### src/hdl/itaf_pkg.sv
`timescale 1ns / 1ps
// ----------------------------------------------------------------------------
// itaf_pkg
// Types, constants and the digit table of the integer to ASCII formatter.
// ----------------------------------------------------------------------------
package itaf_pkg;

  // Reciprocal of ten: floor(x / 10) == (x * RECIP_DIV10) >> DIV10_SHIFT
  // for every 32-bit x.
  localparam logic [31:0] RECIP_DIV10 = 32'hCCCC_CCCD;
  localparam int          DIV10_SHIFT = 35;

  localparam int MAX_DIGITS  = 10;
  localparam int DIGIT_IDX_W = $clog2(MAX_DIGITS);

  localparam logic [7:0] CHAR_ZERO  = 8'h30;
  localparam logic [7:0] CHAR_X     = 8'h78;
  localparam logic [7:0] CHAR_MINUS = 8'h2D;
  localparam logic [7:0] CHAR_SPACE = 8'h20;

  typedef enum logic [3:0] {
    ST_IDLE,
    ST_MUL,
    ST_DIV,
    ST_PLAN,
    ST_PFX_ZERO,
    ST_PFX_X,
    ST_SIGN_LEAD,
    ST_PAD,
    ST_SIGN_TRAIL,
    ST_DIGITS
  } state_t;

  function automatic logic [7:0] digit_char(input logic [3:0] d);
    logic [7:0] c;
    unique case (d)
      4'h0: c = 8'h30;
      4'h1: c = 8'h31;
      4'h2: c = 8'h32;
      4'h3: c = 8'h33;
      4'h4: c = 8'h34;
      4'h5: c = 8'h35;
      4'h6: c = 8'h36;
      4'h7: c = 8'h37;
      4'h8: c = 8'h38;
      4'h9: c = 8'h39;
      4'hA: c = 8'h41;
      4'hB: c = 8'h42;
      4'hC: c = 8'h43;
      4'hD: c = 8'h44;
      4'hE: c = 8'h45;
      4'hF: c = 8'h46;
      default: c = 8'h30;
    endcase
    return c;
  endfunction

endpackage

### src/hdl/itaf_digit_unit.sv
`timescale 1ns / 1ps
// ----------------------------------------------------------------------------
// itaf_digit_unit
// Shared divide-by-radix unit: splits off the lowest digit of a magnitude.
// Decimal results follow the registered reciprocal product; hex is direct.
// ----------------------------------------------------------------------------
module itaf_digit_unit (
  input  logic        clk,
  input  logic [31:0] mag,
  input  logic        base_hex,
  output logic [31:0] quot,
  output logic [3:0]  rem
);

  logic [63:0] prod_r;
  logic [31:0] q_dec;
  logic [31:0] q_dec_x10;
  logic [31:0] r_dec;

  always_ff @(posedge clk) begin
    prod_r <= 64'(mag) * 64'(itaf_pkg::RECIP_DIV10);
  end

  assign q_dec     = 32'(prod_r[63:itaf_pkg::DIV10_SHIFT]);
  assign q_dec_x10 = {q_dec[28:0], 3'b000} + {q_dec[30:0], 1'b0};
  assign r_dec     = mag - q_dec_x10;

  always_comb begin
    if (base_hex) begin
      quot = {4'h0, mag[31:4]};
      rem  = mag[3:0];
    end else begin
      quot = q_dec;
      rem  = r_dec[3:0];
    end
  end

endmodule

### src/hdl/integer_to_ascii_formatter_core.sv
`timescale 1ns / 1ps
// ----------------------------------------------------------------------------
// integer_to_ascii_formatter_core
// Formats one 32-bit integer per input transfer as a run of ASCII characters.
// ----------------------------------------------------------------------------
// Channel  Direction  Ports                                          Handshake
// in       input      in_value in_base_hex in_signed_mode            in_valid/in_ready
//                     in_min_width in_zero_pad
// out      output     out_char_out out_last                          out_valid/out_ready
//
// Each digit passes through the shared divide unit in two states: ST_MUL
// (registered reciprocal product), then ST_DIV (quotient and remainder), for
// up to ten decimal digits. The planning state ST_PLAN follows, then one character
// per cycle goes into the output register while the output is not stalled, up to 33
// characters. Output stalls hold the sequencer; the next number is taken once the last
// character is in the output register. Reset is synchronous, active low.
// ----------------------------------------------------------------------------
module integer_to_ascii_formatter_core (
  input  logic        clk,
  input  logic        rst_n,
  input  logic        in_valid,
  output logic        in_ready,
  input  logic [31:0] in_value,
  input  logic        in_base_hex,
  input  logic        in_signed_mode,
  input  logic [4:0]  in_min_width,
  input  logic        in_zero_pad,
  output logic        out_valid,
  input  logic        out_ready,
  output logic [7:0]  out_char_out,
  output logic        out_last
);

  localparam int IW = itaf_pkg::DIGIT_IDX_W;

  itaf_pkg::state_t state_r, state_nxt, body_first;

  logic [31:0] mag_r;
  logic        hex_r;
  logic        neg_r;
  logic [4:0]  width_r;
  logic        zpad_r;
  logic [IW-1:0] nd_r;
  logic [4:0]  pad_r;
  logic [3:0]  digit_r [itaf_pkg::MAX_DIGITS];

  logic [31:0] quot;
  logic [3:0]  rem;
  logic [IW-1:0] nd_inc;
  logic [IW-1:0] rd_idx;
  logic [4:0]  used;
  logic [4:0]  pad_calc;
  logic        in_xfer;
  logic        out_free;

  logic        out_load;
  logic [7:0]  char_nxt;
  logic        last_nxt;
  logic        out_valid_r;
  logic [7:0]  out_char_r;
  logic        out_last_r;

  itaf_digit_unit u_digit (
    .clk      (clk),
    .mag      (mag_r),
    .base_hex (hex_r),
    .quot     (quot),
    .rem      (rem)
  );

  assign in_ready = (state_r == itaf_pkg::ST_IDLE);
  assign in_xfer  = in_valid && in_ready;
  assign out_free = !out_valid_r || out_ready;
  assign nd_inc   = nd_r + IW'(1);
  assign rd_idx   = nd_r - IW'(1);
  assign used     = 5'(nd_inc) + 5'(neg_r);
  assign pad_calc = (width_r > used) ? (width_r - used) : 5'd0;

  // First state of the text after the optional prefix.
  always_comb begin
    if (zpad_r) begin
      if (neg_r)               body_first = itaf_pkg::ST_SIGN_LEAD;
      else if (pad_r != 5'd0)  body_first = itaf_pkg::ST_PAD;
      else                     body_first = itaf_pkg::ST_DIGITS;
    end else begin
      if (pad_r != 5'd0)       body_first = itaf_pkg::ST_PAD;
      else if (neg_r)          body_first = itaf_pkg::ST_SIGN_TRAIL;
      else                     body_first = itaf_pkg::ST_DIGITS;
    end
  end

  always_comb begin
    state_nxt = state_r;
    unique case (state_r)
      itaf_pkg::ST_IDLE: begin
        if (in_valid) state_nxt = itaf_pkg::ST_MUL;
      end
      itaf_pkg::ST_MUL: begin
        state_nxt = itaf_pkg::ST_DIV;
      end
      itaf_pkg::ST_DIV: begin
        state_nxt = (quot == 32'd0) ? itaf_pkg::ST_PLAN : itaf_pkg::ST_MUL;
      end
      itaf_pkg::ST_PLAN: begin
        state_nxt = hex_r ? itaf_pkg::ST_PFX_ZERO : body_first;
      end
      itaf_pkg::ST_PFX_ZERO: begin
        if (out_free) state_nxt = itaf_pkg::ST_PFX_X;
      end
      itaf_pkg::ST_PFX_X: begin
        if (out_free) state_nxt = body_first;
      end
      itaf_pkg::ST_SIGN_LEAD: begin
        if (out_free) begin
          state_nxt = (pad_r != 5'd0) ? itaf_pkg::ST_PAD : itaf_pkg::ST_DIGITS;
        end
      end
      itaf_pkg::ST_PAD: begin
        if (out_free && pad_r == 5'd1) begin
          state_nxt = (!zpad_r && neg_r) ? itaf_pkg::ST_SIGN_TRAIL : itaf_pkg::ST_DIGITS;
        end
      end
      itaf_pkg::ST_SIGN_TRAIL: begin
        if (out_free) state_nxt = itaf_pkg::ST_DIGITS;
      end
      itaf_pkg::ST_DIGITS: begin
        if (out_free && nd_r == IW'(1)) state_nxt = itaf_pkg::ST_IDLE;
      end
      default: state_nxt = itaf_pkg::ST_IDLE;
    endcase
  end

  always_comb begin
    out_load = 1'b0;
    char_nxt = itaf_pkg::CHAR_ZERO;
    last_nxt = 1'b0;
    unique case (state_r)
      itaf_pkg::ST_PFX_ZERO: begin
        out_load = out_free;
        char_nxt = itaf_pkg::CHAR_ZERO;
      end
      itaf_pkg::ST_PFX_X: begin
        out_load = out_free;
        char_nxt = itaf_pkg::CHAR_X;
      end
      itaf_pkg::ST_SIGN_LEAD, itaf_pkg::ST_SIGN_TRAIL: begin
        out_load = out_free;
        char_nxt = itaf_pkg::CHAR_MINUS;
      end
      itaf_pkg::ST_PAD: begin
        out_load = out_free;
        char_nxt = zpad_r ? itaf_pkg::CHAR_ZERO : itaf_pkg::CHAR_SPACE;
      end
      itaf_pkg::ST_DIGITS: begin
        out_load = out_free;
        char_nxt = itaf_pkg::digit_char(digit_r[rd_idx]);
        last_nxt = (nd_r == IW'(1));
      end
      itaf_pkg::ST_IDLE, itaf_pkg::ST_MUL, itaf_pkg::ST_DIV, itaf_pkg::ST_PLAN: begin
        out_load = 1'b0;
      end
      default: out_load = 1'b0;
    endcase
  end

  always_ff @(posedge clk) begin
    if (!rst_n) begin
      state_r     <= itaf_pkg::ST_IDLE;
      out_valid_r <= 1'b0;
    end else begin
      state_r <= state_nxt;
      if (out_load) begin
        out_valid_r <= 1'b1;
      end else if (out_ready) begin
        out_valid_r <= 1'b0;
      end
    end
  end

  always_ff @(posedge clk) begin
    if (in_xfer) begin
      neg_r   <= in_signed_mode && in_value[31];
      mag_r   <= (in_signed_mode && in_value[31]) ? (32'd0 - in_value) : in_value;
      hex_r   <= in_base_hex;
      width_r <= in_min_width;
      zpad_r  <= in_zero_pad;
      nd_r    <= '0;
    end else if (state_r == itaf_pkg::ST_DIV) begin
      digit_r[nd_r] <= rem;
      nd_r          <= nd_inc;
      mag_r         <= quot;
      if (quot == 32'd0) pad_r <= pad_calc;
    end else if (out_free && state_r == itaf_pkg::ST_PAD) begin
      pad_r <= pad_r - 5'd1;
    end else if (out_free && state_r == itaf_pkg::ST_DIGITS) begin
      nd_r <= rd_idx;
    end
    if (out_load) begin
      out_char_r <= char_nxt;
      out_last_r <= last_nxt;
    end
  end

  assign out_valid    = out_valid_r;
  assign out_char_out = out_char_r;
  assign out_last     = out_last_r;

endmodule

### config.mk
export PLATFORM = sky130hd
export DESIGN_NAME = integer_to_ascii_formatter_core
export DESIGN_NICKNAME = d
export VERILOG_FILES = /design/src/hdl/itaf_pkg.sv /design/src/hdl/itaf_digit_unit.sv /design/src/hdl/integer_to_ascii_formatter_core.sv
export SDC_FILE = /design/constraint.sdc
export NUM_CORES = 1
export LEC_CHECK = 0
export ABC_AREA = 1
export ABC_CLOCK_PERIOD_IN_PS = 5400
export BUFFER_PORTS_ARGS = -buffer_cell sky130_fd_sc_hd__buf_2
export CAP_MARGIN = 20
export CELL_PAD_IN_SITES_DETAIL_PLACEMENT = 1
export CELL_PAD_IN_SITES_GLOBAL_PLACEMENT = 2
export CORE_MARGIN = 2
export CORE_UTILIZATION = 37
export DETAILED_ROUTE_END_ITERATION = 8
export GPL_ROUTABILITY_DRIVEN = 0
export GPL_TIMING_DRIVEN = 0
export PLACE_DENSITY_LB_ADDON = 0.05
export RECOVER_POWER = 100
export SLEW_MARGIN = 20
export SYNTH_ARGS = -nofsm -noshare
export SYNTH_HDL_FRONTEND = slang
export SYNTH_SLANG_ARGS = --single-unit
### constraint.sdc
create_clock -name clk -period 5.4 [get_ports clk]
set_input_delay 0.27 -clock clk [delete_from_list [all_inputs] [get_ports clk]]
set_output_delay 0.27 -clock clk [all_outputs]
set_load 0.02 [all_outputs]
**Yosys cells after proc, flatten, opt, wreduce, memory -nomap -nowiden**

Memories as Yosys holds them, arrays and structs flattened.
Cells that the tools add are included.

- Bits in registers: 127
- RAM bits: 40
- Bits in read-only memories: 112
- Input bits: 44
- Output and inout bits: 11
- Word-level logic and storage cells: 103
- Memories kept: 2

Memories:

| memory | depth | width | read ports | clocked after Yosys merged registers in | write ports | RTL line | RTL |
|---|---|---|---|---|---|---|---|
| (no name shown) | 16 | 7 | 1 | 0 | 0 | itaf_pkg.sv:36 | `unique case (d)` |
| digit_r | 10 | 4 | 1 | 0 | 1 | integer_to_ascii_formatter_core.sv:45 | `logic [3:0] digit_r [itaf_pkg::MAX_DIGITS];` |

- $add $sub $neg: 8
- Multipliers: 1
- $lt $le $gt $ge: 1
- Eq/ne operators: 20
- Mux-type cells: 36
- Bitwise gates (word level): 1
- Reductions and logical operators: 22

Operators with widths:

| cell | count |
|---|---|
| 32-bit two-way mux | 3 |
| 32-bit by 32-bit multiplier with 64-bit output (second input constant) | 1 |
| 4-bit two-way mux | 16 |
| 4-bit case mux with 10 select lines | 1 |
| 32-bit zero test | 1 |
| 8-bit case mux with 4 select lines | 1 |
| 1-bit by 32-bit subtractor with 32-bit output (first input constant) | 1 |
| 29-bit two-way mux | 1 |
| 5-bit two-way mux | 5 |
| 2-bit inequality test (second input constant) | 9 |
| 4-bit by 3-bit == test with 1-bit output (second input constant) | 4 |
| 4-bit by 1-bit == test with 1-bit output (second input constant) | 2 |
| 4-bit by 2-bit == test with 1-bit output (second input constant) | 2 |
| 4-bit == test (second input constant) | 2 |
| 1-bit two-way mux | 8 |
| 2-bit nonzero test | 4 |
| 1-bit logical AND | 7 |
| 7-bit AND reduction | 1 |
| 6-bit OR reduction | 1 |
| 4-bit by 1-bit adder with 5-bit output | 1 |
| 5-bit by 1-bit == test with 1-bit output (second input constant) | 1 |
| 5-bit > comparator | 1 |
| 5-bit nonzero test | 1 |
| 5-bit by 1-bit subtractor with 5-bit output (second input constant) | 1 |
| 13 further kinds | 14 |

**Longest topological paths before layout**

- Word-level depth: 6
- Depth in mapped cells: 30
- Mapped depth without buffers: 29

**Hierarchy**

From an unflattened synthesis, not the netlist that was laid out.

- Cell total of the unflattened synthesis: 3147
- Area, all modules: 25836.0 sq um

Modules (own cells, without submodules):

| module | times used | cells each | area an instance (sq um) |
|---|---|---|---|
| itaf_digit_unit | 1 | 2402 | 19799.0 |
| integer_to_ascii_formatter_core | 1 | 745 | 6037.0 |

**Worst setup path after synthesis**

No wires, ideal clock.

- Kind: register to register
- Start point: register mag_r[20]
- End point: register u_digit.prod_r[56]
- Arrival: 5.771 ns
- Required time: 5.288 ns
- Setup slack: -0.483 ns
- Stages on the path, launching flop included: 25
- Buffers on the path: 0
- Cells stage by stage: edfxtp_1 ha_1 inv_1 fa_1 inv_1 fa_1 inv_1 fa_1 inv_1 fa_1 fa_1 fa_1 inv_1 fa_1 inv_1 ha_1 nand2_1 nor2_1 inv_1 nor2_1 inv_1 nor3_1 nand2_1 nand3_1 nand2_1

- Word-level cells in the longest chain between the ends: 1

Ends and longest elaborated chain:

| element | RTL line | RTL |
|---|---|---|
| start, declared | integer_to_ascii_formatter_core.sv:38 | `logic [31:0] mag_r;` |
| start signal, assigned | integer_to_ascii_formatter_core.sv:183 | `mag_r <= (in_signed_mode && in_value[31]) ? (32'd0 - in_value) : in_value;` |
| start signal, assigned | integer_to_ascii_formatter_core.sv:191 | `mag_r <= quot;` |
| 32-bit by 32-bit multiplier with 64-bit output | itaf_digit_unit.sv:21 | `prod_r <= 64'(mag) * 64'(itaf_pkg::RECIP_DIV10);` |
| end signal, assigned | itaf_digit_unit.sv:21 |  |
| end, declared | itaf_digit_unit.sv:15 | `logic [63:0] prod_r;` |

Every way passes these cells.
A chain may end at the register's enable or synchronous reset.

**Final worst setup path**

- Start point: register mag_r[2]
- End point: register u_digit.prod_r[58]

The elaborated chain is that of the path after synthesis.

==> reports/metrics.cfg <==
[drt]
wl_per_cell_um = 23.0
routed_wl_um = 102000
ant_nets = 0
first_pass_iters = 7
dr_total_vias = 22000
drc = 0
first_iter_violations = 1279
via_per_inst = 4.96

[critical_path]
worstRegToRegCells = 24
arrival_ns = 6.58
startpoint = mag_r[2]
crit_path_max_fanout = 3
critical_path_class = flop to flop
cp.required_ns = 5.79
crit_path_end_kind = flop
crit_path_top_delay_cell = fa_1
r2r-start = mag_r[2]
critPathMaxStageDelay_ns = 0.59
reg2reg_slack_ns = -0.79
path_cells = buf_6 > buf_6 > ha_4 > xor2_4 > ha_4 > or2_4 > fa_2 > fa_2 > fa_1 > fa_2 > fa_1 > inv_1 > fa_1 > inv_2 > ha_4 > nand2_8 > nor2_4 > nand2_1 > inv_1 > nand2_1 > nor2_1 > nand2_2 > nand3_2 > nand2_1
cp-start-kind = flop
r2r_end = u_digit.prod_r[58]

[layout]
nNetsFinal = 4275
ff_latch_area_sq_um = 3550
n_fill_cell = 8220
fin_area_sq_um = 32500
syn2layout_area_growth_pct = 25.1
stdcell_count = 4431
multi_input_area_sq_um = 21700
layout-drive-gt1-share_pct = 22.4
final_core_utilization_pct = 46.6

[grt]
grt_pass1_wl_um = 149000
first_global_vias = 23300
grt_max_degree = 33
grt_overflow_total = 0
grt_usage_pct = 28.6
antenna_found_initial = 1

[sta]
period_share_pct = 115
drv_slew = 1
grt_setup_unrepaired = true
maxSlewHeadroom_pct = -0.744
setup_viol = 29
fmax_mhz = 162
setup_slack_ns = -0.789
fin_skew_ns = 0.0279
final_hold_viol_count = 0
fin_crit_ns = 6.19
final.setup.tns_ns = -19.40
worstMarginPinSlew_ns = 1.50

[run]
maxCapViolCount = 2

[synth]
syn_avg_cell_area_sq_um = 8.08
syn_area_sq_um = 26000
synth_edf_count = 93
netlist_instances = 3215
yosys.cell_types.count = 48
synth_nets = 4013
synthFlopType = edfxtp_1
synth_area_leader_cell = fa_1
yosys_register_bits = 131
synth_most_common_cell = inv_1
synthTopCellsByCount = inv_1 (874), nand2_1 (665), fa_1 (387)
async_flop_share_pct = 0
synth_top_area_share_pct = 29.8
ys_warn_count = 0
yosys-top-cells-area = fa_1 (30%), ha_1 (18%), inv_1 (13%)
seq_area_frac_synth_pct = 13.7

[worst_hold_path]
holdPathStages = 2
hp-start = in_signed_mode
min_path_type = primary input to flop
min_to = mag_r[31]

[die]
initial_core_util_pct = 37.2
rows = 97
die_x_um = 269
die_area_sq_um = 72300
io_pins = 55
design.core.area_sq_um = 69800
die_h_um = 269

[clock_tree]
cts_tree = done
cts_made_buffers = 17
h-tree-depth = 4
clkTransAtPathRegs_ns = 0.09
clock-sinks = 131
cts-root-buf = clkbuf_16
clockBufferDepth = 2
worstSkewPairLatency_ns = 0.50

[placement]
dpl_cell_area_sq_um = 28200
hpwl_um = 85700
dp.cells = 4208
io_buffers = 53

[outcome]
violations = max-capacitance violations, max-slew violations, negative setup slack
outcome = complete, but fails checks

[final cells by class]
class                   count  share of cell area, %
multi-input cells        2173                   66.9
flip-flops and latches    131                   10.9
inverters                 881                   10.4
repair buffers            243                   5.71
well taps                 940                   3.62
clock buffers              17                   1.31
plain buffers              30                  0.605
clock inverters            15                  0.562
diodes                      1                0.00770
[registers in the layout, summed over array words and instances (netlist names), 4 cells and up]
name,flops
pad_r,5
state_r,4
out_char_out,7
digit_r,40
nd_r,4
width_r,5
mag_r,32
u_digit.prod_r,29
[timing repair]
action / CTS / global route
hold buffers: 8 / 0
setup endpoints to repair: 29 / 29
hold endpoints to repair: 8 / 0
buffers inserted: 142 / 40
pin swaps: 111 / 169
resized for setup: 278 / 268
[through the flow]
stage	hold WS (ns)	setup WS, ns
finish	0.114	-0.789
global route	0.110	-0.922
CTS	0.0939	-0.722
detailed placement	0.448	-1.76
global placement	0.447	-1.76
floorplan	0.369	-0.233
[cells by family (layout without fill, tap and decap cells)]
family | count (synthesis) | in the layout | share of synthesized area, %
compound gates | 263 | 263 | 5.48
xor+xnor | 77 | 77 | 2.63
fa+ha+maj | 754 | 754 | 47.5
buf+inv | 911 | 1186 | 13.4
flops | 131 | 131 | 13.7
mux | 5 | 5 | 0.193
other cells | 1 | 2 | 0.0144
simple gates | 1073 | 1073 | 17.0
[layer usage]
metal / up-vias / track usage [%] / part of all wire, %
met5: - / 0 / 0
met4: 0 / 11.2 / 4.1
met3: 112 / 3.15 / 3.9
met2: 386 / 46.0 / 47
met1: 11200 / 39.5 / 45
li1: 10300 / - / -
[worst max-delay path, delay by kind of cell, from the launching register on]
kind,cells,cell delay (ns)
xor+xnor,1,0.17
fa+ha+maj,9,3.80
buf+inv,5,0.49
flops,1,0.52
simple gates,9,1.12
[worst max path at each step]
stage	slack [ns]	cells past startpoint	endpoint
after floorplan	-0.23	25	u_digit.prod_r[52]
after global placement	-1.76	22	u_digit.prod_r[56]
after detailed placement	-1.76	22	u_digit.prod_r[56]
after CTS	-0.72	25	u_digit.prod_r[52]
after global routing	-0.92	27	u_digit.prod_r[60]
final	-0.79	24	u_digit.prod_r[58]
[cell usage in the layout, fill, tap and decap left out, types with 52 or more instances in the layout]
cell type  Yosys  final
edfxtp_1      93     93
o21ai_0      110    105
a21oi_1       98     61
nand3_1      116     89
ha_1         367    285
nand2_2        2     98
fa_1         387    368
nor2_1       194    139
buf_4          4    160
nand2_1      665    517
inv_1        874    808
inv_2          5     52
ha_4           0     65
Power is left out: the tool's default activity adds up to more than one toggle a clock period on the data nets, which glitch-free logic cannot reach.
